### src/rtl/core/assert_macros.svh
// Assertion helpers shared by the core; sampled on clk, off while rst_n is low
`ifndef ASSERT_MACROS_SVH
`define ASSERT_MACROS_SVH

// hold a condition at every edge
`define CLSU_ASSERT(lbl, prop, msg) \
  lbl: assert property (@(posedge clk) disable iff (!rst_n) (prop)) else $error(msg);

// when the first holds, the second must hold in the following cycle
`define CLSU_ASSERT_NEXT(lbl, ante, cons, msg) \
  lbl: assert property (@(posedge clk) disable iff (!rst_n) (ante) |=> (cons)) else $error(msg);

`endif

### src/rtl/core/clsu_pkg.sv
package clsu_pkg;

  localparam int DEPTH       = 64;
  localparam int VALUE_WIDTH = 32;

  localparam int ACT_W      = 3;
  localparam int IDX_IN_W   = 6;
  localparam int VAL_IN_W   = 32;
  localparam int RD_OUT_W   = 32;
  localparam int ST_W       = 2;
  localparam int CNT_OUT_W  = 7;

  localparam int IDX_W = $clog2(DEPTH);
  localparam int CNT_W = $clog2(DEPTH + 1);
  localparam int CMP_W = (CNT_W > IDX_IN_W) ? CNT_W : IDX_IN_W;

  localparam int GRP   = 8;
  localparam int NGRP  = (DEPTH + GRP - 1) / GRP;

  typedef enum logic [ACT_W-1:0] {
    ACT_APPEND = 3'd0,
    ACT_READ   = 3'd1,
    ACT_WRITE  = 3'd2,
    ACT_REMOVE = 3'd3,
    ACT_CLEAR  = 3'd4
  } action_t;

  typedef enum logic [ST_W-1:0] {
    ST_OK    = 2'd0,
    ST_RANGE = 2'd1,
    ST_FULL  = 2'd2
  } status_t;

  typedef struct packed {
    logic                   app;
    logic                   wr;
    logic                   rm;
    logic [IDX_IN_W-1:0]    idx;
    logic [CNT_W-1:0]       count;
    logic [VALUE_WIDTH-1:0] val;
  } cell_ctrl_t;

endpackage

### src/rtl/core/clsu_in_if.sv
interface clsu_in_if import clsu_pkg::*; ();
  logic                valid;
  logic                ready;
  logic [ACT_W-1:0]    action;
  logic [IDX_IN_W-1:0] index;
  logic [VAL_IN_W-1:0] value;

  modport source (output valid, output action, output index, output value, input ready);
  modport sink   (input valid, input action, input index, input value, output ready);
endinterface

### src/rtl/core/clsu_out_if.sv
interface clsu_out_if import clsu_pkg::*; ();
  logic                 valid;
  logic                 ready;
  logic [RD_OUT_W-1:0]  read_value;
  logic [ST_W-1:0]      status;
  logic [CNT_OUT_W-1:0] count;
  logic                 empty_res;
  logic                 full_res;

  modport source (output valid, output read_value, output status, output count,
                  output empty_res, output full_res, input ready);
  modport sink   (input valid, input read_value, input status, input count,
                  input empty_res, input full_res, output ready);
endinterface

### src/rtl/core/clsu_cell.sv
module clsu_cell import clsu_pkg::*; (
  input  logic                   clk,
  input  logic                   en,
  input  logic [IDX_W-1:0]       pos,
  input  cell_ctrl_t             ctrl,
  input  logic [VALUE_WIDTH-1:0] nbr_val,
  output logic [VALUE_WIDTH-1:0] val
);

  logic [VALUE_WIDTH-1:0] val_r;
  logic [CMP_W-1:0]       pos_c;
  logic [CMP_W-1:0]       pos_inc;
  logic [CMP_W-1:0]       idx_c;
  logic [CMP_W-1:0]       cnt_c;
  logic                   load;
  logic                   shift;

  assign pos_c   = CMP_W'(pos);
  assign pos_inc = pos_c + CMP_W'(1);
  assign idx_c   = CMP_W'(ctrl.idx);
  assign cnt_c   = CMP_W'(ctrl.count);

  assign load  = (ctrl.app && (pos_c == cnt_c)) || (ctrl.wr && (pos_c == idx_c));
  assign shift = ctrl.rm && (pos_c >= idx_c) && (pos_inc < cnt_c);

  always_ff @(posedge clk) begin
    if (en && load) begin
      val_r <= ctrl.val;
    end else if (en && shift) begin
      val_r <= nbr_val;
    end
  end

  assign val = val_r;

endmodule

### src/rtl/core/clsu_gather.sv
module clsu_gather import clsu_pkg::*; (
  input  logic                   clk,
  input  logic                   en,
  input  logic [IDX_IN_W-1:0]    idx,
  input  logic [VALUE_WIDTH-1:0] vals [DEPTH],
  output logic [VALUE_WIDTH-1:0] rd_val
);

  logic [VALUE_WIDTH-1:0] grp_r   [NGRP];
  logic [VALUE_WIDTH-1:0] grp_nxt [NGRP];
  logic [CMP_W-1:0]       idx_c;

  assign idx_c = CMP_W'(idx);

  always_comb begin
    for (int g = 0; g < NGRP; g++) begin
      grp_nxt[g] = '0;
      for (int k = 0; k < GRP; k++) begin
        if ((g * GRP + k) < DEPTH) begin
          if (CMP_W'(g * GRP + k) == idx_c) begin
            grp_nxt[g] = grp_nxt[g] | vals[g * GRP + k];
          end
        end
      end
    end
  end

  always_ff @(posedge clk) begin
    if (en) begin
      grp_r <= grp_nxt;
    end
  end

  always_comb begin
    rd_val = '0;
    for (int g = 0; g < NGRP; g++) begin
      rd_val = rd_val | grp_r[g];
    end
  end

endmodule

### src/rtl/core/compacting_list_store_unit.sv
// An accepted item passes the decode register, then the cell update, then the result register.
// One item is in flight at a time: the next item enters once its predecessor has moved into
// the output register, and a stalled output holds the input.
// Reset (rst_n low, synchronous): count to zero, no item in flight, no result pending.
// Entry cells have no reset; only entries below the count are ever read.
`include "assert_macros.svh"

module compacting_list_store_unit import clsu_pkg::*; (
  input  logic              clk,
  input  logic              rst_n,
  clsu_in_if.sink           in_ch,
  clsu_out_if.source        out_ch
);

  logic                   a_v_r;
  logic [ACT_W-1:0]       a_act_r;
  logic [IDX_IN_W-1:0]    a_idx_r;
  logic [VALUE_WIDTH-1:0] a_val_r;

  logic                   b_v_r;
  logic                   b_rd_r;
  status_t                b_st_r;

  logic [CNT_W-1:0]       count_r;
  logic [CNT_W-1:0]       count_nxt;

  logic                   out_v_r;
  logic [RD_OUT_W-1:0]    out_rd_r;
  logic [ST_W-1:0]        out_st_r;
  logic [CNT_OUT_W-1:0]   out_cnt_r;
  logic                   out_empty_r;
  logic                   out_full_r;

  logic                   in_fire;
  logic                   out_load;
  logic                   idx_ok;
  logic                   rd_ok;
  status_t                st;
  cell_ctrl_t             ctrl;

  logic [VALUE_WIDTH-1:0] vals [DEPTH];
  logic [VALUE_WIDTH-1:0] gather_val;

  assign in_ch.ready = !a_v_r && !b_v_r;
  assign in_fire     = in_ch.valid && in_ch.ready;
  assign out_load    = b_v_r && (!out_v_r || out_ch.ready);

  assign idx_ok = CMP_W'(a_idx_r) < CMP_W'(count_r);

  always_comb begin
    ctrl.app   = 1'b0;
    ctrl.wr    = 1'b0;
    ctrl.rm    = 1'b0;
    ctrl.idx   = a_idx_r;
    ctrl.count = count_r;
    ctrl.val   = a_val_r;
    count_nxt  = count_r;
    rd_ok      = 1'b0;
    st         = ST_OK;
    case (action_t'(a_act_r))
      ACT_APPEND: begin
        if (count_r == CNT_W'(DEPTH)) begin
          st = ST_FULL;
        end else begin
          ctrl.app  = 1'b1;
          count_nxt = count_r + CNT_W'(1);
        end
      end
      ACT_READ: begin
        if (idx_ok) rd_ok = 1'b1;
        else st = ST_RANGE;
      end
      ACT_WRITE: begin
        if (idx_ok) ctrl.wr = 1'b1;
        else st = ST_RANGE;
      end
      ACT_REMOVE: begin
        if (idx_ok) begin
          ctrl.rm   = 1'b1;
          count_nxt = count_r - CNT_W'(1);
        end else begin
          st = ST_RANGE;
        end
      end
      ACT_CLEAR: begin
        count_nxt = '0;
      end
      default: begin
      end
    endcase
  end

  for (genvar i = 0; i < DEPTH; i++) begin : g_cell
    logic [VALUE_WIDTH-1:0] nbr;
    if (i < DEPTH - 1) begin : g_mid
      assign nbr = vals[i + 1];
    end else begin : g_top
      assign nbr = vals[i];
    end
    clsu_cell u_cell (
      .clk     (clk),
      .en      (a_v_r),
      .pos     (IDX_W'(i)),
      .ctrl    (ctrl),
      .nbr_val (nbr),
      .val     (vals[i])
    );
  end

  clsu_gather u_gather (
    .clk    (clk),
    .en     (a_v_r),
    .idx    (a_idx_r),
    .vals   (vals),
    .rd_val (gather_val)
  );

  always_ff @(posedge clk) begin
    if (!rst_n) begin
      a_v_r   <= 1'b0;
      b_v_r   <= 1'b0;
      out_v_r <= 1'b0;
      count_r <= '0;
    end else begin
      if (in_fire) begin
        a_v_r <= 1'b1;
      end else if (a_v_r) begin
        a_v_r <= 1'b0;
      end
      if (a_v_r) begin
        b_v_r   <= 1'b1;
        count_r <= count_nxt;
      end else if (out_load) begin
        b_v_r <= 1'b0;
      end
      if (out_load) begin
        out_v_r <= 1'b1;
      end else if (out_ch.ready) begin
        out_v_r <= 1'b0;
      end
    end
  end

  always_ff @(posedge clk) begin
    if (in_fire) begin
      a_act_r <= in_ch.action;
      a_idx_r <= in_ch.index;
      a_val_r <= VALUE_WIDTH'(in_ch.value);
    end
    if (a_v_r) begin
      b_rd_r <= rd_ok;
      b_st_r <= st;
    end
    if (out_load) begin
      out_rd_r    <= b_rd_r ? RD_OUT_W'(gather_val) : '0;
      out_st_r    <= b_st_r;
      out_cnt_r   <= CNT_OUT_W'(count_r);
      out_empty_r <= (count_r == '0);
      out_full_r  <= (count_r == CNT_W'(DEPTH));
    end
  end

  assign out_ch.valid      = out_v_r;
  assign out_ch.read_value = out_rd_r;
  assign out_ch.status     = out_st_r;
  assign out_ch.count      = out_cnt_r;
  assign out_ch.empty_res  = out_empty_r;
  assign out_ch.full_res   = out_full_r;

  `CLSU_ASSERT(a_cnt_bound, count_r <= CNT_W'(DEPTH), "entry count beyond capacity")
  `CLSU_ASSERT(a_one_item, !(a_v_r && b_v_r), "two items in flight")
  `CLSU_ASSERT_NEXT(a_take, in_fire, a_v_r, "accepted item not decoded")
  `CLSU_ASSERT_NEXT(a_exec, a_v_r, b_v_r && !a_v_r, "update cycle did not advance")

endmodule

### src/flat_wrapper.sv
// flat-port wrapper written by rule: the top's interface ports become plain ports
module compacting_list_store_unit_flat import clsu_pkg::*;
  (clk, rst_n, in_ch_valid, in_ch_action, in_ch_index, in_ch_value, in_ch_ready, out_ch_valid, out_ch_read_value, out_ch_status, out_ch_count, out_ch_empty_res, out_ch_full_res, out_ch_ready);
  clsu_in_if in_ch_i ();
  clsu_out_if out_ch_i ();
  input  logic clk;
  input  logic rst_n;
  input wire logic [$bits(in_ch_i.valid)-1:0] in_ch_valid;
  input wire logic [$bits(in_ch_i.action)-1:0] in_ch_action;
  input wire logic [$bits(in_ch_i.index)-1:0] in_ch_index;
  input wire logic [$bits(in_ch_i.value)-1:0] in_ch_value;
  output wire logic [$bits(in_ch_i.ready)-1:0] in_ch_ready;
  output wire logic [$bits(out_ch_i.valid)-1:0] out_ch_valid;
  output wire logic [$bits(out_ch_i.read_value)-1:0] out_ch_read_value;
  output wire logic [$bits(out_ch_i.status)-1:0] out_ch_status;
  output wire logic [$bits(out_ch_i.count)-1:0] out_ch_count;
  output wire logic [$bits(out_ch_i.empty_res)-1:0] out_ch_empty_res;
  output wire logic [$bits(out_ch_i.full_res)-1:0] out_ch_full_res;
  input wire logic [$bits(out_ch_i.ready)-1:0] out_ch_ready;
  assign in_ch_i.valid = in_ch_valid;
  assign in_ch_i.action = in_ch_action;
  assign in_ch_i.index = in_ch_index;
  assign in_ch_i.value = in_ch_value;
  assign in_ch_ready = in_ch_i.ready;
  assign out_ch_valid = out_ch_i.valid;
  assign out_ch_read_value = out_ch_i.read_value;
  assign out_ch_status = out_ch_i.status;
  assign out_ch_count = out_ch_i.count;
  assign out_ch_empty_res = out_ch_i.empty_res;
  assign out_ch_full_res = out_ch_i.full_res;
  assign out_ch_i.ready = out_ch_ready;
  compacting_list_store_unit u_core (.clk(clk), .rst_n(rst_n), .in_ch(in_ch_i), .out_ch(out_ch_i));
endmodule
### config.mk
export PLATFORM = sky130hd
export DESIGN_NAME = compacting_list_store_unit_flat
export DESIGN_NICKNAME = d
export VERILOG_FILES = /design/src/rtl/core/clsu_pkg.sv /design/src/rtl/core/clsu_in_if.sv /design/src/rtl/core/clsu_out_if.sv /design/src/rtl/core/clsu_cell.sv /design/src/rtl/core/clsu_gather.sv /design/src/rtl/core/compacting_list_store_unit.sv /design/src/flat_wrapper.sv
export VERILOG_INCLUDE_DIRS = /design/src /design/src/rtl/core
export SDC_FILE = /design/constraint.sdc
export NUM_CORES = 2
export LEC_CHECK = 0
export BUFFER_PORTS_ARGS = -buffer_cell sky130_fd_sc_hd__buf_4
export CAP_MARGIN = 0
export CORE_MARGIN = 4
export CORE_UTILIZATION = 60
export DETAILED_ROUTE_END_ITERATION = 12
export GPL_ROUTABILITY_DRIVEN = 0
export PLACE_DENSITY_LB_ADDON = 0.1
export REMOVE_ABC_BUFFERS = 1
export SYNTH_ARGS = -nofsm -noshare
export SYNTH_HDL_FRONTEND = slang
export SYNTH_SLANG_ARGS = --single-unit
### constraint.sdc
create_clock -name clk -period 31.3 [get_ports clk]
set_clock_uncertainty 0.1 [all_clocks]
set_input_delay 6.26 -clock clk [delete_from_list [all_inputs] [get_ports clk]]
set_output_delay 6.26 -clock clk [all_outputs]
set_load 0.01 [all_outputs]
# Yosys cells after proc, flatten, opt, wreduce, memory -nomap -nowiden
# Cells that the tools add are included.
[totals]
ff_bits = 2401
inputBits = 45
out_inout_bits = 45
wordCells = 1140
[op_classes]
addsub = 2
order_cmp = 127
eq_ne = 133
mux = 206
bitwise_logic = 63
n_reduce_logical = 523
[op_table]
columns = ["operator", "n"]
rows = [
  ["$mux W32", 190],
  ["$or A32 B32 Y32", 63],
  ["$logic_and A1 B1 Y1", 384],
  ["$eq A6 B7 Y1 const A", 32],
  ["$lt A6 B7 Y1 const A", 32],
  ["$eq A6 B6 Y1 const A", 32],
  ["$ge A6 B6 Y1 const A", 31],
  ["$reduce_bool A2 Y1", 65],
  ["$eq A5 B7 Y1 const A", 16],
  ["$lt A5 B7 Y1 const A", 16],
  ["$eq A5 B6 Y1 const A", 16],
  ["$ge A5 B6 Y1 const A", 16],
  ["$logic_or A1 B1 Y1", 65],
  ["$eq A4 B7 Y1 const A", 8],
  ["$lt A4 B7 Y1 const A", 8],
  ["$eq A4 B6 Y1 const A", 8],
  ["$ge A4 B6 Y1 const A", 8],
  ["$eq A3 B7 Y1 const A", 4],
  ["$lt A3 B7 Y1 const A", 4],
  ["$eq A3 B6 Y1 const A", 4],
  ["$ge A3 B6 Y1 const A", 4],
  ["$pmux W7 S3", 1],
  ["$eq A2 B7 Y1 const A", 2],
  ["$logic_not A7 Y1", 2],
  ["25 further kinds", 43],
]

# Depth between registers and ports, before layout
[logic_depth]
depth_word = 16
depth_mapped = 11
ltp_nobuf = 7

# Hierarchy
# A second synthesis with hierarchy kept.
[unflattened]
hier_cells = 9990
hier_area_um2 = 150026.4
[by_module_without_submodules]
columns = ["module", "n_inst", "cells_per_inst", "area_per_inst_um2", "seq_area_each_um2"]
rows = [
  ["clsu_cell (u_core.g_cell[0].u_cell ...)", 59, 132, 1923.1, 960.9],
  ["clsu_gather", 1, 1313, 23236.0, 7687.4],
  ["clsu_cell (u_core.g_cell[37].u_cell ...)", 5, 131, 1923.1, 960.9],
  ["compacting_list_store_unit", 1, 234, 3712.3, 2812.7],
]

# Worst setup path before layout
# OpenSTA, ideal clock, no wires.
[synth_timing]
kind = "register -> output"
start = "reg u_core.a_v_r"
end = "out in_ch_ready"
arrival_ns = 6.842
required_time_ns = 24.940
slack_ns = 18.098
path_stages_with_launch = 4
path_buffers = 2
path_cell_list = "dfxtp_1 > clkbuf_1 > clkbuf_1 > nor2_1"
[synth_between]
elab_chain_len = 2
[synth_lines]
columns = ["element", "line", "text"]
rows = [
  ["start, declared", "compacting_list_store_unit.sv:15", "logic a_v_r;"],
  ["start signal, assigned", "compacting_list_store_unit.sv:120", "a_v_r <= 1'b0;"],
  ["start signal, assigned", "compacting_list_store_unit.sv:126", "a_v_r <= 1'b1;"],
  ["start signal, assigned", "compacting_list_store_unit.sv:128", "a_v_r <= 1'b0;"],
  ["$logic_not A1 Y1", "compacting_list_store_unit.sv:44", "assign in_ch.ready = !a_v_r && !b_v_r;"],
  ["$logic_and A1 B1 Y1", "compacting_list_store_unit.sv:44", ""],
  ["end, declared", "flat_wrapper.sv:12", "output wire logic [$bits(in_ch_i.ready)-1:0] in_ch_ready;"],
]
# Every way passes these cells.

# Worst setup path in the final report
# Same ends and word-level chain as after synthesis.

==> results by group <==
Power
  – Leakage power total: 39.2 nW
  – Clk network pwr share: 43.2%
  – Int Power: 5.14 mW
  – Switching share of power: 21.6%
  – Logic gate share of total power: 2.8%
  – Peak VDD IR: 0.0000481 V
  – PwrDens: 53.3 mW/mm2
  – Sw power: 1.42 mW
  – Seq pwr share: 54.0%

Clock network
  – Post-CTS Setup Bufs: 0
  – Clock sink count: 2401
  – Num CTS Buffers: 238
  – CTS resizes: 0
  – Clk pin slew, worst setup/hold paths: 0.06 ns
  – CTS H-Tree Depth: 4
  – TritonCTS clock tree: done
  – Post-CTS Hold Fix Bufs: 0
  – Clk_lat worst skew: 0.92 ns
  – CTS max path bufs: 3
  – Clock root cell: clkbuf_16

STA
  – Tmin final: 8.48 ns
  – Worst-Margin Slew: 1.38 ns
  – Hold Fails Final Rpt: 0
  – Final worst-path cycle share: 27.1%
  – Worst relative slew slack: 7.16%
  – Setup_tns: 0 ns
  – Setup violations, final: 0
  – Count of final max-slew check failures: 0
  – Hold Slack: 0.321 ns
  – Fmax: 118 MHz
  – RSZ-0062 raised after global routing: no

GRT
  – Vias in the first global route: 70425
  – Largest net degree at the start of global routing: 67
  – First-pass GRT wire length: 533000 um
  – Tot GR Track Use: 39.0%
  – Grt total ovfl: 0
  – Antenna violations before repair: 32

Placed design
  – Half-perimeter wire length after placement: 216000 um
  – Post-placement cell count: 9186
  – IO buf count: 89

Logic synthesis
  – Register area share after synthesis: 64.7%
  – Top FF cell, synth: edfxtp_1
  – Syn Inst Count: 7041
  – Yosys warns: 0
  – Seq cells post-synth: 2401
  – Async SR Flop Fraction: 0%
  – EDFF count, synth: 2391
  – Synthesized cell area: 0.111 mm2
  – Mean Syn Cell Area: 15.8 um2
  – Yosys cell types: 75

Die
  – Die W: 439 um
  – Die area: 0.192 mm2
  – Top Ports: 90
  – Core box area: 0.184 mm2
  – Die height: 439 um
  – Starting density of the core: 60.5%
  – Site Rows: 157

Detailed routing
  – Via count: 72045
  – Initial drt markers: 10856
  – WL final: 381000 um
  – Pre-Repair DR Iteration Count: 6
  – Vias/cell: 7.47
  – Final ANT Viol Nets: 0
  – DRC violations left: 0
  – Wire per inst: 39.5 um

Worst hold path
  – Worst Hold Class: register to register

Critical path
  – Critical Path AT: 2.12 ns
  – Worst R2R Setup Slack: 26.18 ns
  – CP Class: register to output port
  – Worst Path Required: 24.94 ns
  – Setup crit start kind: register
  – Worst path max stage delay: 0.85 ns
  – Reg-to-Reg End: u_core.g_cell[1].u_cell.val[16]$_DFFE_PP_
  – Critical Path End: in_ch_ready
  – Critical path endpoint category: output port
  – Crit path launch: u_core.a_v_r$_SDFF_PN0_
  – Critical path cell sequence: nor2_1 > buf_4
  – CP max FO: 39
  – Reg2reg start: u_core.count_r[5]$_SDFFE_PN0P_
  – CP max stage cell: dfxtp_4
  – Worst Reg-to-Reg Cells: 10

Status
  – Outcome: finished, final reports clean

Flow run
  – Max Cap Viol: 0

Layout
  – Fraction of layout cells with a size suffix above 1: 28.9%
  – Nets: 7018
  – Area Growth Syn to Fin: 10.5%
  – Post-route insts no fill: 9648
## synthesized netlist by cell type (6+ instances only)
cell type  count  area share (%)
mux2_1       827             8.4
nor4_1        67            0.38
o31ai_1        7           0.047
mux2_4        30            0.41
clkbuf_1     419             1.4
ha_1          11            0.12
a21oi_4       20            0.29
o21ai_0       68            0.31
edfxtp_1    2391              65
nand4_1      259             1.5
nand2_1       77            0.26
nor3_1        19           0.086
buf_6          7           0.071
or3_1          6           0.034
inv_1         12           0.041
a21boi_0      33            0.22
o22ai_1       18            0.10
buf_1         34            0.11
a22oi_1     1024             6.9
nand3_1       29            0.13
a21oi_2       29            0.23
nor2b_1       11           0.062
buf_2        154            0.69
dfxtp_1       10            0.18
mux2_2      1159              12
or2_2          8           0.045
a21oi_1       21           0.095
buf_4         48            0.32
nor2_1       141            0.48
o211ai_1      13           0.088
## critical path: cells and delay by family, from the launching register on
family	cells	cell delay (ns)
buffers and inverters	1	0.20
DFF	1	0.85
and+or+nand+nor	1	0.16
## metrics by stage
stage / instance area (um2) / power, mW / setup WS (ns) / util, %
after detailed placement: 115000 / 3.78 / 23.56 / 62.8
after floorplan: 108000 / 3.67 / 15.26 / -
final: 123000 / 6.55 / 22.82 / 66.9
after global routing: 123000 / 6.70 / 22.77 / 66.9
after global placement: 115000 / 3.78 / 23.59 / 62.8
after CTS: 123000 / 6.56 / 22.84 / 66.9
## cells by family (layout without fill, tap and decap cells)
kind of cell,Yosys count,count (layout),synth area share (%)
AO/OA/AOI/OAI,1281,1281,8.72
XOR/XNOR,1,1,0.00788
adder cells (fa/ha/maj),11,11,0.124
buffers and inverters,675,797,2.66
flip-flops,2401,2401,64.7
multiplexers,2020,2020,20.6
other,0,21,0
AND/OR/NAND/NOR,652,652,3.19
## power by group through the flow
stage / combinational (mW) / clock [mW] / sequential, mW
after floorplan: 0.0453 / 0 / 3.62
after global placement: 0.171 / 0 / 3.61
after detailed placement: 0.174 / 0 / 3.61
after CTS: 0.174 / 2.84 / 3.54
after global routing: 0.183 / 2.98 / 3.54
final: 0.181 / 2.83 / 3.54
## layer usage
layer	vias up	global-route usage [%]	wire length (um)
met5	-	0	32
met2	5587	59.4	172000
li1	28413	-	-
met1	36700	48.6	130000
met3	1339	9.75	44000
met4	6	29.1	35200
## worst min path at each step
stage,from,to,slack (ns),depth (start not counted)
after CTS,u_core.b_st_r[1]$_DFFE_PP_,u_core.out_ch.status[1]$_DFFE_PP_,0.31,0
after floorplan,u_core.b_st_r[0]$_DFFE_PP_,u_core.out_ch.status[0]$_DFFE_PP_,0.30,0
after detailed placement,u_core.b_st_r[1]$_DFFE_PP_,u_core.out_ch.status[1]$_DFFE_PP_,0.31,0
after global routing,u_core.b_st_r[1]$_DFFE_PP_,u_core.out_ch.status[1]$_DFFE_PP_,0.31,0
final,u_core.b_st_r[1]$_DFFE_PP_,u_core.out_ch.status[1]$_DFFE_PP_,0.32,0
after global placement,u_core.b_st_r[1]$_DFFE_PP_,u_core.out_ch.status[1]$_DFFE_PP_,0.32,0
## sequential cells by signal (all words and copies together), names as in the netlist, 2 cells and up
name / count
u_core.a_idx_r: 6
u_core.out_ch.count: 7
u_core.g_cell.u_cell.val: 2048
u_core.a_val_r: 32
u_core.a_act_r: 3
u_core.b_st_r: 2
u_core.u_gather.grp_r: 256
u_core.out_ch.read_value: 32
u_core.count_r: 7
u_core.out_ch.status: 2
## layout by cell type (no fill, tap or decap), drive strengths merged, types with 69 or more instances in the layout
cell,instances
a21oi,70
a22oi,1027
buf,343
clkbuf,310
clkinv,104
edfxtp,2391
mux2,2016
nand2,77
nand4,259
nor2,144
nor4,69
o21ai,70
## layout make-up
| type | count | area, um2 |
|---|---|---|
| fill | 12692 | 60800 |
| antenna | 21 | 52.6 |
| timing repair buffer | 343 | 2570 |
| clock inverter | 131 | 1190 |
| sequential | 2401 | 72000 |
| multi-input combinational | 3965 | 37600 |
| tap | 2464 | 3080 |
| clock buffer | 310 | 6400 |
| inverter | 13 | 48.8 |
Note: power is estimated with default switching activity, not from simulation.
